<file path="src/rtl/rfpd_pkg.sv">
// ----------------------------------------------------------------------------
// rfpd_pkg: shared types and constants of the radial field point deformer
// Payload structs, register codes and fixed-point widths used by all modules.
// ----------------------------------------------------------------------------
package rfpd_pkg;

    // Fixed-point format of all coordinates.
    localparam int FRAC_BITS = 16;
    localparam logic [16:0] ONE = 17'(1) << FRAC_BITS;

    // Square root: one result bit per stage, 33 result bits.
    localparam int SQ_STEPS = 33;
    // Direction divider: 17 quotient bits, covering 0 .. 1.0 inclusive.
    localparam int DIR_QBITS = FRAC_BITS + 1;
    // Weight divider: 16 quotient bits, results of 1.0 or more are caught ahead.
    localparam int WT_QBITS = FRAC_BITS;

    // Configuration register codes.
    localparam logic [7:0] CFG_FORCE   = 8'd0;
    localparam logic [7:0] CFG_RADFALL = 8'd1;
    localparam logic [7:0] CFG_CENTRE_X = 8'd2;
    localparam logic [7:0] CFG_CENTRE_Y = 8'd3;
    localparam logic [7:0] CFG_CENTRE_Z = 8'd4;
    localparam logic [7:0] CFG_SHIFT_X = 8'd5;
    localparam logic [7:0] CFG_SHIFT_Y = 8'd6;
    localparam logic [7:0] CFG_SHIFT_Z = 8'd7;

    localparam logic [62:0] RADFALL_RESET = 63'h0000_8000_0000_8000;

    typedef struct packed {
        logic signed [31:0] point_x;
        logic signed [31:0] point_y;
        logic signed [31:0] point_z;
    } point_t;

    typedef struct packed {
        logic signed [31:0] moved_x;
        logic signed [31:0] moved_y;
        logic signed [31:0] moved_z;
    } moved_t;

    // Side data that travels next to the square root.
    typedef struct packed {
        logic [2:0][31:0] p;
        logic [2:0][31:0] a;
        logic [2:0]       neg;
    } side_t;

endpackage

</file>
<file path="src/rtl/rfpd_weight.sv">
// ----------------------------------------------------------------------------
// rfpd_weight: smoothstep field weight
// Ramp (radius - length) / falloff clamped to [0, 1.0], then t*t*(3 - 2t).
// ----------------------------------------------------------------------------
module rfpd_weight
    import rfpd_pkg::*;
(
    input  logic        clk,
    input  logic        en,
    input  logic [32:0] len,
    input  logic [30:0] radius,
    input  logic [31:0] falloff,
    output logic [16:0] w
);

    logic [31:0] fo;
    logic        outside;
    logic [30:0] gap;

    logic [46:0] pre_rem_reg;
    logic [31:0] pre_den_reg;
    logic        pre_zero_reg;
    logic        pre_one_reg;

    logic [46:0]         rem_reg  [WT_QBITS];
    logic [31:0]         den_reg  [WT_QBITS];
    logic [WT_QBITS-1:0] q_reg    [WT_QBITS];
    logic                zero_reg [WT_QBITS];
    logic                one_reg  [WT_QBITS];

    logic [16:0] t;
    logic [33:0] t_sq;
    logic [16:0] t_reg;
    logic [16:0] t2_reg;
    logic [17:0] k;
    logic [34:0] w_prod;
    logic [16:0] w_reg;

    // Ramp setup: zero falloff acts as one lsb, far points get no weight.
    assign fo      = (falloff == '0) ? 32'd1 : falloff;
    assign outside = (len >= {2'b00, radius});
    assign gap     = radius - len[30:0];

    always_ff @(posedge clk)
    begin
        if (en)
        begin
            pre_rem_reg  <= {gap, 16'b0};
            pre_den_reg  <= fo;
            pre_zero_reg <= outside;
            pre_one_reg  <= ({1'b0, gap} >= fo);
        end
    end

    genvar i;
    generate
        for (i = 0; i < WT_QBITS; i++)
        begin : g_step
            logic [46:0]         rem_i;
            logic [31:0]         den_i;
            logic [WT_QBITS-1:0] q_i;
            logic                zero_i;
            logic                one_i;
            logic [47:0]         sub;
            logic [47:0]         diff;
            logic                ge;
            logic [WT_QBITS-1:0] q_n;

            if (i == 0)
            begin : g_first
                assign rem_i  = pre_rem_reg;
                assign den_i  = pre_den_reg;
                assign q_i    = '0;
                assign zero_i = pre_zero_reg;
                assign one_i  = pre_one_reg;
            end
            else
            begin : g_next
                assign rem_i  = rem_reg[i-1];
                assign den_i  = den_reg[i-1];
                assign q_i    = q_reg[i-1];
                assign zero_i = zero_reg[i-1];
                assign one_i  = one_reg[i-1];
            end

            // Restoring step for quotient bit WT_QBITS-1-i.
            assign sub  = 48'(den_i) << (WT_QBITS - 1 - i);
            assign ge   = ({1'b0, rem_i} >= sub);
            assign diff = {1'b0, rem_i} - sub;

            always_comb
            begin
                q_n = q_i;
                q_n[WT_QBITS-1-i] = ge;
            end

            always_ff @(posedge clk)
            begin
                if (en)
                begin
                    rem_reg[i]  <= ge ? diff[46:0] : rem_i;
                    den_reg[i]  <= den_i;
                    q_reg[i]    <= q_n;
                    zero_reg[i] <= zero_i;
                    one_reg[i]  <= one_i;
                end
            end
        end
    endgenerate

    // Clamp the ramp and square it.
    always_comb
    begin
        if (zero_reg[WT_QBITS-1])
            t = '0;
        else if (one_reg[WT_QBITS-1])
            t = ONE;
        else
            t = {1'b0, q_reg[WT_QBITS-1]};
    end
    assign t_sq = t * t;

    // Smoothstep: t2 * (3.0 - 2.0 * t).
    assign k      = 18'(3 * ONE) - {t_reg, 1'b0};
    assign w_prod = t2_reg * k;

    always_ff @(posedge clk)
    begin
        if (en)
        begin
            t_reg  <= t;
            t2_reg <= t_sq[32:FRAC_BITS];
            w_reg  <= w_prod[32:FRAC_BITS];
        end
    end

    assign w = w_reg;

endmodule

</file>
<file path="config.mk">
export PLATFORM = sky130hd
export DESIGN_NAME = rfpd_weight
export DESIGN_NICKNAME = d
export VERILOG_FILES = /design/src/rtl/rfpd_pkg.sv /design/src/rtl/rfpd_weight.sv
export SDC_FILE = /design/constraint.sdc
export NUM_CORES = 2
export LEC_CHECK = 0
export ABC_CLOCK_PERIOD_IN_PS = 7900
export BUFFER_PORTS_ARGS = -buffer_cell sky130_fd_sc_hd__buf_2
export CAP_MARGIN = 15
export CORE_UTILIZATION = 46
export CTS_CLUSTER_SIZE = 40
export DETAILED_ROUTE_END_ITERATION = 16
export GPL_TIMING_DRIVEN = 0
export PLACE_DENSITY_LB_ADDON = 0.25
export RECOVER_POWER = 25
export SKIP_CTS_REPAIR_TIMING = 1
export SYNTH_ARGS = -nofsm -noshare
export SYNTH_HDL_FRONTEND = slang
export SYNTH_SLANG_ARGS = --single-unit
</file>
<file path="constraint.sdc">
create_clock -name clk -period 7.9 [get_ports clk]
set_clock_uncertainty 0.15 [all_clocks]
set_input_delay 0.395 -clock clk [delete_from_list [all_inputs] [get_ports clk]]
set_output_delay 0.395 -clock clk [all_outputs]
set_load 0.01 [all_outputs]
</file>
### Word-level counts from Yosys, hierarchy flattened

Memory sizes are Yosys's and may differ from the RTL's.
Index checks and enable logic that the tools add are counted.

| word-level totals | value |
|---|---|
| memories | 5 |
| bits in latches | 0 |
| flip-flop bits (word level) | 116 |
| ROM bits | 0 |
| word-level logic and storage cells | 72 |
| bits of input ports | 98 |
| output and inout port bits | 17 |
| bits in writable memories | 1552 |

| operators by class | value |
|---|---|
| bitwise operators | 0 |
| order comparisons | 18 |
| add/subtract/negate cells | 18 |
| div/mod/pow operators | 0 |
| reductions and logical operators | 1 |
| shift operators | 0 |
| muxes and demuxes | 21 |
| multipliers | 2 |
| eq/ne operators | 0 |

Memories:

| name | depth | width | read ports | clocked after memory_dff | write ports | RTL line | RTL |
|---|---|---|---|---|---|---|---|
| rem_reg | 16 | 47 | 15 | 0 | 16 | rfpd_weight.sv:25 | `logic [46:0] rem_reg [WT_QBITS];` |
| den_reg | 16 | 32 | 15 | 0 | 16 | rfpd_weight.sv:26 | `logic [31:0] den_reg [WT_QBITS];` |
| q_reg | 16 | 16 | 16 | 0 | 16 | rfpd_weight.sv:27 | `logic [WT_QBITS-1:0] q_reg [WT_QBITS];` |
| one_reg | 16 | 1 | 16 | 0 | 16 | rfpd_weight.sv:29 | `logic one_reg [WT_QBITS];` |
| zero_reg | 16 | 1 | 16 | 0 | 16 | rfpd_weight.sv:28 | `logic zero_reg [WT_QBITS];` |

Operators with widths:

| cell | number |
|---|---|
| $mux 47 | 16 |
| $ge 47x32->1 | 1 |
| $ge 47x33->1 | 1 |
| $ge 47x34->1 | 1 |
| $ge 47x35->1 | 1 |
| $ge 47x36->1 | 1 |
| $ge 47x37->1 | 1 |
| $ge 47x38->1 | 1 |
| $ge 47x39->1 | 1 |
| $ge 47x40->1 | 1 |
| $ge 47x41->1 | 1 |
| $ge 47x42->1 | 1 |
| $ge 47x43->1 | 1 |
| $ge 47x44->1 | 1 |
| $ge 47x45->1 | 1 |
| $ge 47x46->1 | 1 |
| $ge 47x47->1 | 1 |
| $sub 47x32->47 | 1 |
| $sub 47x33->47 | 1 |
| $sub 47x34->47 | 1 |
| $sub 47x35->47 | 1 |
| $sub 47x36->47 | 1 |
| $sub 47x37->47 | 1 |
| $sub 47x38->47 | 1 |
| 19 further kinds | 21 |

### Logic depth before layout (Yosys ltp)

An unclocked memory read counts as a cell.

| depth | value |
|---|---|
| word-level depth | 4 |
| gate-level depth with buffers | 31 |
| gate-level depth less buffers | 29 |

### Least setup slack after synthesis

No wires, ideal clock.

| path | value |
|---|---|
| path type | register to register |
| from | register t_reg[0] |
| to | register w_reg[12] (netlist: w[12]), data pin |
| required time | 7.491 ns |
| path buffers | 2 |
| clock period less this slack | 8.026 ns |
| path slack | -0.126 ns |
| arrival | 7.618 ns |
| cell stages (with the launch flop) | 32 |
| setup time | 0.259 ns |
| cell sequence | edfxtp_1 > clkbuf_1 > inv_1 > ha_1 > nand2_1 > or3_1 > or3_1 > nand2b_1 > nor3_1 > xnor2_1 > clkbuf_1 > nand2_1 > fa_1 > fa_1 > fa_1 > inv_1 > fa_1 > fa_1 > inv_1 > fa_1 > inv_1 > ha_1 > a21oi_1 > o21bai_1 > a21oi_1 > nor2b_1 > o31ai_1 > o211ai_1 > a21o_1 > a21o_1 > a21oi_1 > xnor2_1 |

| between the ends | value |
|---|---|
| longest elaborated chain between the ends | 2 |

RTL lines:

| item | RTL line | RTL |
|---|---|---|
| from (decl) | rfpd_weight.sv:33 | `logic [16:0] t_reg;` |
| from (signal assigned) | rfpd_weight.sv:131 | `t_reg <= t;` |
| $sub 18x18->18 | rfpd_weight.sv:124 | `assign k = 18'(3 * ONE) - {t_reg, 1'b0};` |
| $mul 17x18->33 | rfpd_weight.sv:125 | `assign w_prod = t2_reg * k;` |
| via w_prod[28] | rfpd_weight.sv:36 | `logic [34:0] w_prod;` |
| to (signal assigned) | rfpd_weight.sv:133 | `w_reg <= w_prod[32:FRAC_BITS];` |
| to (decl) | rfpd_weight.sv:37 | `logic [16:0] w_reg;` |

The timed path passes the listed nets, and every way through them passes these cells.
A chain may end at the register's enable or synchronous reset.

### Worst setup path in the final report

Same ends and word-level chain as after synthesis.

==> impl_metrics.tcl <==
set metrics [dict create \
    synth_fa_ha_area_frac 0.1969 \
    pin_count 115 \
    yosys_warnings 0 \
    critPathMaxFanout 8 \
    die_y_um 454.6 \
    wirelength_mm 220.1 \
    synth-compound-area-share 0.1316 \
    cpMostUsedCell "fa_1" \
    startpoint_type "flop" \
    worstSkewPairLatency_ns 0.81 \
    ys.flop_type "edfxtp_1" \
    cp_slowest_cell "fa_1" \
    synthDistinctLibCells 108 \
    cts_tree "done" \
    post_dp_cell_area_um2 98480 \
    slew-limit-headroom -3.033 \
    status "complete, but fails checks" \
    numPortBuffers 114 \
    drv_cap 1 \
    synth_top_family_by_area "adder cells" \
    antenna_found_initial 5 \
    ys_async_sr_fraction 0 \
    layout-drive-gt1-share 0.06644 \
    vias_per_cell 5.414 \
    criticalPathCategory "reg2reg" \
    final_cell_mix "1349 x edfxtp_1, 1270 x inv_1, 790 x ha_1" \
    period_share 1.006 \
    ff_latch_area_um2 40510 \
    first_iter_violations 4521 \
    fill_cells 17897 \
    row_count 165 \
    rsz0062_at_grt "true" \
    initial_core_util 0.4644 \
    cp_slowest_stage_delay_ns 0.60 \
    grt.total_usage 0.2126 \
    numCtsBuffers 154 \
    worst_ep_arrival_time_ns 8.35 \
    wire_per_inst_um 18.08 \
    grt_pass1_wl_mm 349.9 \
    setup_viol_count_final 4 \
    cts.reportedPaths.clkPinSlew_ns 0.06 \
    synthSimpleGateAreaFrac 0.1174 \
    grt_max_degree 191 \
    ys_ff_latch 1349 \
    netlist_area_um2 94250 \
    die_w_um 454.6 \
    synth.area.mux_share 0.009678 \
    hold_path_class "in2reg" \
    cts_root_buf "clkbuf_16" \
    place_ws_ns -1.676 \
    htree_levels 4 \
    clock.fmax_mhz 125.9 \
    largest_reg_flops 585 \
    hold_viol 0 \
    fin_area_um2 104900 \
    multi_input_area_um2 48590 \
    die_area_um2 206700 \
    drv_slew 122 \
    violations "capacitance limit, slew limit, setup timing" \
    synth_edf_count 1349 \
    worst_slew_pin_slew_ns 6.049 \
    clock_path_buffers 3 \
    ant_nets 0 \
    final.min_clock_period_ns 7.945 \
    cts.sinks 1349 \
    area_delta_synth_final_pct 11.30 \
    drcViolationCount 0 \
    overflow 0 \
    final_common_cell "edfxtp_1" \
    synth-xor-area-share 0.05306 \
    end_kind "flop" \
    dr.pass1.iters 7 \
    synth_area_per_cell_um2 10.47 \
    place_hpwl_mm 172.3 \
    grt_pass1_vias 65967 \
    synth_seq_area_share 0.4298 \
    worstPathRequired_ns 8.30 \
    gp_congestion 0.9530 \
    nets 10697 \
    coreArea_um2 202900 \
    dp_cells 11817 \
    netlist_instances 9000 \
    vias 65904 \
    final-instance-count-excl-fill 12172 \
    fin_ws_ns -0.04507 \
]
[path summary, 6_finish.rpt]
path / end / depth (start not counted) / slack, ns / startpoint
max reg2reg: w[12] / 32 / -0.05 / t_reg[0]
max: w[12] / 32 / -0.05 / t_reg[0]
min: g_step[0].rem_i[45] / 3 / 0.03 / radius[29]
min reg2reg: one_reg[0][0] / 0 / 0.26 / g_step[0].one_i
[logic make-up (layout without fill, tap and decap cells)]
logic type,after synthesis,after routing
multiplexers,82,82
adder cells (fa/ha/maj),1227,1227
AO/OA/AOI/OAI,1973,1973
buffers and inverters,1522,1997
XOR/XNOR,571,571
other,2,27
flip-flops,1349,1349
AND/OR/NAND/NOR,2274,2274
[per-layer routing]
metal	vias to the layer above	GRT usage	share of wire
li1	32215	-	-
met1	31773	0.2650	0.43
met2	1508	0.3721	0.49
met3	408	0.02937	0.045
met4	0	0.08086	0.037
met5	-	0	0
[critical path: cells and delay by family (launching register included)]
family	cells	cell delay, ns
AO/OA/AOI/OAI	8	1.21
XOR/XNOR	2	0.35
adder cells (fa/ha/maj)	8	3.41
buffers and inverters	8	0.88
flip-flops	1	0.45
AND/OR/NAND/NOR	6	1.24
[cell usage after synthesis, types with 25 or more instances]
master,count,area (um^2)
o21bai_1,72,540.5
o211ai_1,44,330.3
inv_1,1287,4831
edfxtp_1,1349,40510
ha_1,800,10010
o21ai_0,535,2678
o31a_1,31,271.5
or2_2,25,156.4
o21a_1,109,818.3
nand4_1,77,481.7
a21o_1,235,1764
nor2_1,448,1682
a211oi_1,62,465.5
and3_1,128,800.8
and2_1,188,1176
a31oi_1,51,319.1
buf_2,26,130.1
xor2_1,264,2312
nor3_1,138,690.7
or3_1,45,281.5
nor2b_1,87,544.3
mux2_2,64,720.7
fa_1,427,8548
xnor2_1,307,2689
o31ai_1,48,360.4
nor4_1,53,331.6
nand3_1,120,600.6
a21oi_1,555,2778
nand2b_1,93,581.8
nand2_1,774,2905
clkbuf_1,190,713.2
[metrics by stage]
step / setup TNS (ns) / hold WS (ns) / util
6_report: -0.09769 / 0.02801 / 0.5169
3_3_place_gp: - / 0.2510 / 0.4842
3_5_place_dp: -27.68 / 0.2545 / 0.4853
5_1_grt: -2.160 / 0.01061 / 0.5169
2_1_floorplan: 0 / 0.2503 / -
4_1_cts: -28.62 / -0.3339 / 0.5107
[layout make-up]
cell class / count / share of cell area
Inverter: 1292 / 0.04625
Sequential cell: 1349 / 0.3862
Clock buffer: 182 / 0.03794
Timing Repair Buffer: 198 / 0.01361
Multi-Input combinational cell: 6151 / 0.4632
Tap cell: 2672 / 0.03187
Clock inverter: 99 / 0.01128
Buffer: 226 / 0.009649
Antenna cell: 3 / 0.00007156
Power is left out: the tool's default activity adds up to more than one toggle a clock period on the data nets, which glitch-free logic cannot reach.
